===== src/rtl/vad_pkg.sv =====
`timescale 1ns / 1ps
// ----------------------------------------------------------------------------
// vad_pkg: shared types and constants for the vector angle unit
// Widths, the CORDIC arctangent table (degrees, Q24) and the pipeline payload.
// ----------------------------------------------------------------------------
package vad_pkg;

  // Field widths of the channels
  localparam int unsigned PORT_WIDTH  = 16;
  localparam int unsigned ANGLE_WIDTH = 17;

  // Datapath configuration
  localparam int unsigned COMPONENT_WIDTH = 16;
  localparam int unsigned CORDIC_STEPS    = 16;
  localparam int unsigned GUARD_BITS      = 24;
  localparam int unsigned TABLE_SIZE      = 32;
  localparam int unsigned NUM_STEPS       =
    (CORDIC_STEPS < TABLE_SIZE) ? CORDIC_STEPS : TABLE_SIZE;
  localparam int unsigned STEP_W          = $clog2(TABLE_SIZE);

  // X/Y registers: magnitude, guard bits, CORDIC growth and sign
  localparam int unsigned DP_WIDTH    = COMPONENT_WIDTH + GUARD_BITS + 3;
  localparam int unsigned Z_WIDTH     = 33;
  localparam int unsigned THETA_WIDTH = 15;
  localparam int unsigned ROUND_SHIFT = 16;

  localparam logic signed [Z_WIDTH-1:0] DEG90_Z    = 33'sd1509949440;
  localparam logic signed [Z_WIDTH-1:0] ROUND_HALF = 33'sd32768;

  localparam logic signed [ANGLE_WIDTH-1:0] DEG90_OUT  = 17'sd23040;
  localparam logic signed [ANGLE_WIDTH-1:0] DEG180_OUT = 17'sd46080;
  localparam logic signed [ANGLE_WIDTH-1:0] ANGLE_MIN  = -17'sd46079;

  // atan(2^-i) in degrees, scaled by 2^24
  localparam logic [31:0] ATAN_TABLE [TABLE_SIZE] = '{
    32'd754974720, 32'd445687602, 32'd235489088, 32'd119537938,
    32'd60000934,  32'd30029717,  32'd15018523,  32'd7509720,
    32'd3754917,   32'd1877466,   32'd938734,    32'd469367,
    32'd234684,    32'd117342,    32'd58671,     32'd29335,
    32'd14668,     32'd7334,      32'd3667,      32'd1833,
    32'd917,       32'd458,       32'd229,       32'd115,
    32'd57,        32'd29,        32'd14,        32'd7,
    32'd4,         32'd2,         32'd1,         32'd0
  };

  // Quadrant and special-case information carried alongside the rotation
  typedef struct packed {
    logic x_zero;
    logic y_zero;
    logic x_neg;
    logic y_neg;
  } vad_flags_t;

  typedef struct packed {
    logic signed [DP_WIDTH-1:0] xr;
    logic signed [DP_WIDTH-1:0] yr;
    logic signed [Z_WIDTH-1:0]  z;
    vad_flags_t                 flags;
  } vad_cordic_t;

endpackage


===== src/rtl/vad_if.sv =====
`timescale 1ns / 1ps
// ----------------------------------------------------------------------------
// vad_if: valid/ready channels of the vector angle unit
// One interface for the vector input and one for the angle result.
// ----------------------------------------------------------------------------
interface vad_in_if;
  logic                                    valid;
  logic                                    ready;
  logic signed [vad_pkg::PORT_WIDTH-1:0]   x_value;
  logic signed [vad_pkg::PORT_WIDTH-1:0]   y_value;

  modport source (output valid, output x_value, output y_value, input ready);
  modport sink   (input valid, input x_value, input y_value, output ready);
endinterface

interface vad_out_if;
  logic                                    valid;
  logic                                    ready;
  logic signed [vad_pkg::ANGLE_WIDTH-1:0]  angle;

  modport source (output valid, output angle, input ready);
  modport sink   (input valid, input angle, output ready);
endinterface


===== src/rtl/vad_cordic_stage.sv =====
`timescale 1ns / 1ps
// ----------------------------------------------------------------------------
// vad_cordic_stage: one registered vectoring-mode CORDIC iteration
// Rotates (X, Y) towards the X axis by atan(2^-step) and accumulates the angle.
// ----------------------------------------------------------------------------
module vad_cordic_stage (
  input  logic                          clk_i,
  input  logic                          rst_ni,
  input  logic [vad_pkg::STEP_W-1:0]    step_i,
  input  logic                          valid_i,
  output logic                          ready_o,
  input  vad_pkg::vad_cordic_t          data_i,
  output logic                          valid_o,
  input  logic                          ready_i,
  output vad_pkg::vad_cordic_t          data_o
);

  logic                                   valid_q;
  vad_pkg::vad_cordic_t                   data_q;
  vad_pkg::vad_cordic_t                   data_d;
  logic signed [vad_pkg::DP_WIDTH-1:0]    xs;
  logic signed [vad_pkg::DP_WIDTH-1:0]    ys;
  logic signed [vad_pkg::Z_WIDTH-1:0]     atan_z;

  // Stage takes a transfer when empty or when its content moves on
  assign ready_o = !valid_q || ready_i;
  assign valid_o = valid_q;
  assign data_o  = data_q;

  // Micro-rotation; X stays non-negative, Y shift is a floor shift
  always_comb begin
    xs     = data_i.xr >>> step_i;
    ys     = data_i.yr >>> step_i;
    atan_z = signed'({1'b0, vad_pkg::ATAN_TABLE[step_i]});
    data_d = data_i;
    if (!data_i.yr[vad_pkg::DP_WIDTH-1]) begin
      data_d.xr = data_i.xr + ys;
      data_d.yr = data_i.yr - xs;
      data_d.z  = data_i.z + atan_z;
    end else begin
      data_d.xr = data_i.xr - ys;
      data_d.yr = data_i.yr + xs;
      data_d.z  = data_i.z - atan_z;
    end
  end

  always_ff @(posedge clk_i or negedge rst_ni) begin
    if (!rst_ni) begin
      valid_q <= 1'b0;
    end else if (ready_o) begin
      valid_q <= valid_i;
    end
  end

  always_ff @(posedge clk_i) begin
    if (ready_o && valid_i) begin
      data_q <= data_d;
    end
  end

endmodule


===== src/rtl/vector_angle_degrees.sv =====
`timescale 1ns / 1ps
// ----------------------------------------------------------------------------
// vector_angle_degrees: angle of a signed 2-D vector in 1/256 degree
// Pipelined CORDIC arctangent with quadrant mirroring and axis special cases.
// ----------------------------------------------------------------------------
// Usage:
//   in_i  carries a vector (x_value, y_value), two's complement integers.
//   out_o carries angle, signed, 1/256 degree, -180 exclusive to +180
//   inclusive. Every input transfer gives exactly one result, in order.
// Pipeline: one entry register, one register per CORDIC iteration, a
//   clamp/round register and the output register lie between an input
//   transfer and out_o.valid.
// Throughput: one vector per clock while out_o accepts results. Each
//   iteration has its own adder stage, so a new vector can enter every cycle.
// Stalls: each stage holds its content while the next one is full and
//   stalled. Bubbles still fill, so in_i stays ready while empty stages
//   remain, even with a result waiting on out_o.
// Reset: all valid bits clear, the pipeline empties and in_i is ready.
// ----------------------------------------------------------------------------
module vector_angle_degrees (
  input  logic      clk_i,
  input  logic      rst_ni,
  vad_in_if.sink    in_i,
  vad_out_if.source out_o
);

  localparam int unsigned CW = vad_pkg::COMPONENT_WIDTH;
  localparam int unsigned PW = vad_pkg::PORT_WIDTH;
  localparam int unsigned NS = vad_pkg::NUM_STEPS;
  localparam int unsigned AW = vad_pkg::ANGLE_WIDTH;
  localparam int unsigned TW = vad_pkg::THETA_WIDTH;

  logic [CW-1:0]          x_raw;
  logic [CW-1:0]          y_raw;
  logic [CW-1:0]          x_mag;
  logic [CW-1:0]          y_mag;
  vad_pkg::vad_cordic_t   entry_d;

  logic                   s0_valid_q;
  vad_pkg::vad_cordic_t   s0_data_q;

  vad_pkg::vad_cordic_t   st_data  [NS+1];
  logic                   st_valid [NS+1];
  logic                   st_ready [NS+1];

  logic                             fa_valid_q;
  logic                             fa_ready;
  logic [TW-1:0]                    fa_theta_q;
  vad_pkg::vad_flags_t              fa_flags_q;
  logic signed [vad_pkg::Z_WIDTH-1:0] z_clamp;
  logic signed [vad_pkg::Z_WIDTH-1:0] z_round;
  logic [TW-1:0]                    theta_d;

  logic                   fb_valid_q;
  logic                   fb_ready;
  logic signed [AW-1:0]   angle_q;
  logic signed [AW-1:0]   angle_d;
  logic signed [AW-1:0]   mirrored;

  // Low COMPONENT_WIDTH bits of each component, or the component zero-extended to COMPONENT_WIDTH
  if (CW <= PW) begin : g_trunc
    assign x_raw = in_i.x_value[CW-1:0];
    assign y_raw = in_i.y_value[CW-1:0];
  end else begin : g_widen
    assign x_raw = {{(CW-PW){1'b0}}, in_i.x_value};
    assign y_raw = {{(CW-PW){1'b0}}, in_i.y_value};
  end

  // Entry: magnitudes scaled by the guard bits, quadrant flags
  always_comb begin
    x_mag                 = x_raw[CW-1] ? (~x_raw + 1'b1) : x_raw;
    y_mag                 = y_raw[CW-1] ? (~y_raw + 1'b1) : y_raw;
    entry_d.xr            = signed'({{(vad_pkg::DP_WIDTH-CW){1'b0}}, x_mag}
                                    << vad_pkg::GUARD_BITS);
    entry_d.yr            = signed'({{(vad_pkg::DP_WIDTH-CW){1'b0}}, y_mag}
                                    << vad_pkg::GUARD_BITS);
    entry_d.z             = '0;
    entry_d.flags.x_zero  = (x_raw == '0);
    entry_d.flags.y_zero  = (y_raw == '0);
    entry_d.flags.x_neg   = x_raw[CW-1];
    entry_d.flags.y_neg   = y_raw[CW-1];
  end

  assign in_i.ready = !s0_valid_q || st_ready[0];

  always_ff @(posedge clk_i or negedge rst_ni) begin
    if (!rst_ni) begin
      s0_valid_q <= 1'b0;
    end else if (in_i.ready) begin
      s0_valid_q <= in_i.valid;
    end
  end

  always_ff @(posedge clk_i) begin
    if (in_i.ready && in_i.valid) begin
      s0_data_q <= entry_d;
    end
  end

  // CORDIC iterations, one register stage each
  assign st_data[0]  = s0_data_q;
  assign st_valid[0] = s0_valid_q;

  for (genvar k = 0; k < NS; k++) begin : g_step
    vad_cordic_stage u_stage (
      .clk_i   (clk_i),
      .rst_ni  (rst_ni),
      .step_i  (vad_pkg::STEP_W'(k)),
      .valid_i (st_valid[k]),
      .ready_o (st_ready[k]),
      .data_i  (st_data[k]),
      .valid_o (st_valid[k+1]),
      .ready_i (st_ready[k+1]),
      .data_o  (st_data[k+1])
    );
  end

  assign st_ready[NS] = fa_ready;

  // Clamp to 0..90 degrees and round to 1/256 degree
  always_comb begin
    if (st_data[NS].z[vad_pkg::Z_WIDTH-1]) begin
      z_clamp = '0;
    end else if (st_data[NS].z > vad_pkg::DEG90_Z) begin
      z_clamp = vad_pkg::DEG90_Z;
    end else begin
      z_clamp = st_data[NS].z;
    end
    z_round = z_clamp + vad_pkg::ROUND_HALF;
    // on the X axis the angle is exactly zero
    theta_d = st_data[NS].flags.y_zero ? '0 : z_round[vad_pkg::ROUND_SHIFT +: TW];
  end

  assign fa_ready = !fa_valid_q || fb_ready;

  always_ff @(posedge clk_i or negedge rst_ni) begin
    if (!rst_ni) begin
      fa_valid_q <= 1'b0;
    end else if (fa_ready) begin
      fa_valid_q <= st_valid[NS];
    end
  end

  always_ff @(posedge clk_i) begin
    if (fa_ready && st_valid[NS]) begin
      fa_theta_q <= theta_d;
      fa_flags_q <= st_data[NS].flags;
    end
  end

  // Quadrant mapping, Y axis cases, minus 180 folded to plus 180
  always_comb begin
    mirrored = fa_flags_q.x_neg
             ? (vad_pkg::DEG180_OUT - signed'({{(AW-TW){1'b0}}, fa_theta_q}))
             : signed'({{(AW-TW){1'b0}}, fa_theta_q});
    if (fa_flags_q.x_zero) begin
      if (fa_flags_q.y_zero) begin
        angle_d = '0;
      end else if (fa_flags_q.y_neg) begin
        angle_d = -vad_pkg::DEG90_OUT;
      end else begin
        angle_d = vad_pkg::DEG90_OUT;
      end
    end else begin
      angle_d = fa_flags_q.y_neg ? -mirrored : mirrored;
    end
    if (angle_d == -vad_pkg::DEG180_OUT) begin
      angle_d = vad_pkg::DEG180_OUT;
    end
  end

  // Output register
  assign fb_ready    = !fb_valid_q || out_o.ready;
  assign out_o.valid = fb_valid_q;
  assign out_o.angle = angle_q;

  always_ff @(posedge clk_i or negedge rst_ni) begin
    if (!rst_ni) begin
      fb_valid_q <= 1'b0;
    end else if (fb_ready) begin
      fb_valid_q <= fa_valid_q;
    end
  end

  always_ff @(posedge clk_i) begin
    if (fb_ready && fa_valid_q) begin
      angle_q <= angle_d;
    end
  end

endmodule


===== src/flat_wrapper.sv =====
// flat-port wrapper written by rule: the top's interface ports become plain ports
module vector_angle_degrees_flat 
  (clk_i, rst_ni, in_i_valid, in_i_x_value, in_i_y_value, in_i_ready, out_o_valid, out_o_angle, out_o_ready);
  vad_in_if in_i_i ();
  vad_out_if out_o_i ();
  input  logic clk_i;
  input  logic rst_ni;
  input wire logic [$bits(in_i_i.valid)-1:0] in_i_valid;
  input wire logic [$bits(in_i_i.x_value)-1:0] in_i_x_value;
  input wire logic [$bits(in_i_i.y_value)-1:0] in_i_y_value;
  output wire logic [$bits(in_i_i.ready)-1:0] in_i_ready;
  output wire logic [$bits(out_o_i.valid)-1:0] out_o_valid;
  output wire logic [$bits(out_o_i.angle)-1:0] out_o_angle;
  input wire logic [$bits(out_o_i.ready)-1:0] out_o_ready;
  assign in_i_i.valid = in_i_valid;
  assign in_i_i.x_value = in_i_x_value;
  assign in_i_i.y_value = in_i_y_value;
  assign in_i_ready = in_i_i.ready;
  assign out_o_valid = out_o_i.valid;
  assign out_o_angle = out_o_i.angle;
  assign out_o_i.ready = out_o_ready;
  vector_angle_degrees u_core (.clk_i(clk_i), .rst_ni(rst_ni), .in_i(in_i_i), .out_o(out_o_i));
endmodule

===== config.mk =====
export PLATFORM = sky130hd
export DESIGN_NAME = vector_angle_degrees_flat
export DESIGN_NICKNAME = d
export VERILOG_FILES = /design/src/rtl/vad_pkg.sv /design/src/rtl/vad_if.sv /design/src/rtl/vad_cordic_stage.sv /design/src/rtl/vector_angle_degrees.sv /design/src/flat_wrapper.sv
export SDC_FILE = /design/constraint.sdc
export NUM_CORES = 2
export LEC_CHECK = 0
export BUFFER_PORTS_ARGS = -buffer_cell sky130_fd_sc_hd__clkbuf_2
export CAP_MARGIN = 40
export CORE_ASPECT_RATIO = 1.2
export CORE_MARGIN = 2
export CORE_UTILIZATION = 45
export CTS_BUF_LIST = sky130_fd_sc_hd__clkbuf_4
export CTS_CLUSTER_DIAMETER = 200
export DETAILED_ROUTE_END_ITERATION = 8
export SYNTH_ARGS = -nofsm -noshare
export SYNTH_HDL_FRONTEND = slang
export SYNTH_SLANG_ARGS = --single-unit

===== constraint.sdc =====
create_clock -name clk_i -period 18.8 [get_ports clk_i]
set_clock_uncertainty 0.15 [all_clocks]
set_input_delay 0.94 -clock clk_i [delete_from_list [all_inputs] [get_ports clk_i]]
set_output_delay 0.94 -clock clk_i [all_outputs]
set_load 0.02 [all_outputs]

==> results.json <==
{
  "outcome": "complete, no violations",
  "num_io_pins": 55,
  "yosysSeqAreaShare_pct": 36.2,
  "setup_violations": 0,
  "grt_max_degree": 123,
  "ctsResizeCount": 0,
  "fill_cells": 27200,
  "min_delay_worst_endpoint": "u_core.s0_valid_q",
  "clk_pin_slew_ps": 70,
  "nets": 15300,
  "cts_buffers": 411,
  "r2r_start": "u_core.g_step[5].u_stage.data_o[89]",
  "postRouteAntennaNets": 0,
  "area_growth_syn_to_layout_pct": 8.38,
  "drcViolationCount": 0,
  "final_cell_mix": "edfxtp_1 (1535), ha_1 (1386), a21oi_1 (1382), nor2_1 (1306), xnor2_1 (1255)",
  "rows": 215,
  "postSynthAreaPerCell_sq_um": 9.55,
  "max_slew_margin_pct": 40.2,
  "synth.cell_area_sq_um": 129000,
  "mostFrequentLayoutCell": "edfxtp_1",
  "min_from": "in_i_valid",
  "synth_cells": 13500,
  "grt.total_usage_pct": 22.2,
  "initial_core_util_pct": 45.1,
  "whs_path_depth": 3,
  "fp.dieArea_sq_um": 290000,
  "synth-edff-count": 1535,
  "route.vias.total": 100000,
  "final-hold-violation-count": 0,
  "slew_viol_final": 0,
  "cp-start-kind": "flop",
  "die_width_um": 492,
  "grt_pass1_vias": 98900,
  "r2r_cells": 23,
  "yosys-top-cells-area": "edfxtp_1 (36%), ha_1 (13%), xnor2_1 (8.5%)",
  "rsz0062_at_grt": "false",
  "min_period_ps": 6060,
  "die_height_um": 590,
  "final_layout_size_suffix_gt1_share_pct": 6.57,
  "clock_sinks": 1554,
  "rrSetupSlack_ps": 12740,
  "fin_crit_sh_pct": 32.2,
  "ys_types": 105,
  "cp_max_fo": 11,
  "finalWirelength_um": 333000,
  "path_buf_inv": 2,
  "crit_family": "simple AND/OR/NAND/NOR gates",
  "grt_pass1_wl_um": 523000,
  "synth_top_flop_cell": "edfxtp_1",
  "slowest_delay_ps": 560,
  "crit_slowest_cell": "edfxtp_1",
  "vias_per_cell": 5.59,
  "worst_pin_slew_ps": 888,
  "yosys_register_bits": 1554,
  "tritoncts": "yes",
  "path_class": "flop to flop",
  "yosys_warnings": 0,
  "grt_antenna_before_repair": 8,
  "maxCapViolCount": 0,
  "synth-async-reset-ratio_pct": 1.22,
  "yosys.area.top_type_share_pct": 35.8,
  "overflow": 0,
  "holdCritPathClass": "primary input to flop",
  "drt_pass1_iterations": 6,
  "postCtsHoldBufs": 63,
  "cp_cell_sequence": "inv_1 -> ha_1 -> nor2b_1 -> nand3_1 -> nor4_1 -> buf_4 -> nand2_1 -> nor2_1 -> nand2_1 -> nor4_1 -> and2_1 -> a21oi_1 -> xnor2_1 -> ha_1 -> a21o_1 -> a21oi_1 -> nor2b_1 -> o21a_1 -> o21ai_0 -> nand2b_1 -> a221oi_1 -> o21ai_0 -> xor2_1",
  "cts_buffer_depth": 4,
  "r2r_end": "u_core.g_step[6].u_stage.data_o[121]",
  "cts_setup_buffers": 0,
  "required_ps": 19650,
  "gp_congestion": 0.947,
  "port_buffers": 54,
  "drt_iter0_markers": 5031,
  "finalSetupTns_ps": 0,
  "max_freq_mhz": 165,
  "arrival_ps": 6910,
  "regArea_sq_um": 46600,
  "yosys.area.top_type": "edfxtp_1",
  "clkLatencyLatePin_ps": 1330,
  "htreeDepth": 5,
  "synth_fp_nets": 14900,
  "cp-end-kind": "flop",
  "core_sq_um": 285000,
  "routedWlPerCell_um": 18.5,
  "root_buffer": "clkbuf_4",
  "multiInputGateArea_sq_um": 79300,
  "dp_hpwl_um": 267000
}
-- logic make-up after synthesis --
logic type                 Yosys count  share of synthesized area [%]
xor gates and xnor gates          1910                           13.0
muxes                               58                          0.486
AOI/OAI and AO/OA                 3920                           19.4
adders and majority gates         1421                           14.0
buffers and inverters              765                           2.23
and+or+nand+nor                   3841                           14.7
DFF                               1554                           36.2
-- layer usage --
metal	routed length [um]	up-vias	track usage, %
met5	19	-	0
met3	9480	851	2.49
li1	-	51000	-
met2	175000	1857	42.5
met4	20200	2	12.7
met1	128000	46600	23.3
-- worst min-delay path: cells and delay by family --
family        cells  cell delay, ps
buf+inv           2             620
simple gates      1              80
-- worst max path at each step --
stage                                               start                                    to  cells after the start
floorplan                                     out_o_ready    u_core.g_step[9].u_stage.data_o[0]                      6
global placement    u_core.g_step[12].u_stage.data_o[105]  u_core.g_step[13].u_stage.data_o[77]                     19
detailed placement    u_core.g_step[5].u_stage.data_o[89]  u_core.g_step[6].u_stage.data_o[121]                     23
CTS                   u_core.g_step[5].u_stage.data_o[89]  u_core.g_step[6].u_stage.data_o[121]                     23
global route          u_core.g_step[5].u_stage.data_o[89]  u_core.g_step[6].u_stage.data_o[121]                     23
finish                u_core.g_step[5].u_stage.data_o[89]  u_core.g_step[6].u_stage.data_o[121]                     23
-- layout make-up --
| cell class | count | area share [%] |
|---|---|---|
| Antenna cell | 12 | 0.0215 |
| Clock buffer | 556 | 2.99 |
| Clock inverter | 141 | 0.585 |
| Inverter | 557 | 1.50 |
| Multi-Input combinational cell | 11200 | 56.9 |
| Sequential cell | 1554 | 33.4 |
| Tap cell | 3797 | 3.41 |
| Timing Repair Buffer | 203 | 1.22 |
-- synthesized netlist by cell type (53+ instances only) --
cell type     n
nor4_1      135
a211oi_1    112
nor3_1      384
ha_1       1386
nor2b_1     222
nand3_1     220
and2_1      111
o41ai_1      59
or2_2        53
o21ai_0     584
nand4_1     112
a31oi_1     162
xnor2_1    1255
o31ai_1      66
edfxtp_1   1535
nand2_1     640
o21bai_1    182
inv_1       553
clkbuf_1    182
and3_1      157
nor2_1     1306
xor2_1      655
o21a_1      202
or3_1        89
a21o_1      665
a21oi_1    1382
nand2b_1    206
-- flip-flops by register name, summed over array words and instances (netlist names) --
| register | flops |
|---|---|
| u_core.g_step.u_stage.data_o | 1463 |
| u_core.s0_data_q | 36 |
| u_core.out_o.angle | 17 |
| u_core.g_step.u_stage.valid_o | 16 |
| u_core.fa_theta_q | 15 |
| u_core.fa_flags_q | 4 |
| u_core.fa_valid_q | 1 |
| u_core.out_o.valid | 1 |
| u_core.s0_valid_q | 1 |
-- per-stage QoR --
step           cells  util [%]  setup slack [ps]  hold WS (ps)  cell area, sq um
3_5_place_dp   17200      46.9             12900           255            134000
5_1_grt        18000      48.9             12320          81.4            139000
6_report       18000      48.9             12740           191            139000
3_3_place_gp   17200      46.8             12930           250            134000
4_1_cts        18000      48.9             12810          26.7            139000
2_1_floorplan  13500         -              7650           250            129000
Power is not shown: default switching activity piles up to over one toggle a cycle in this logic, so the estimate is an artifact.
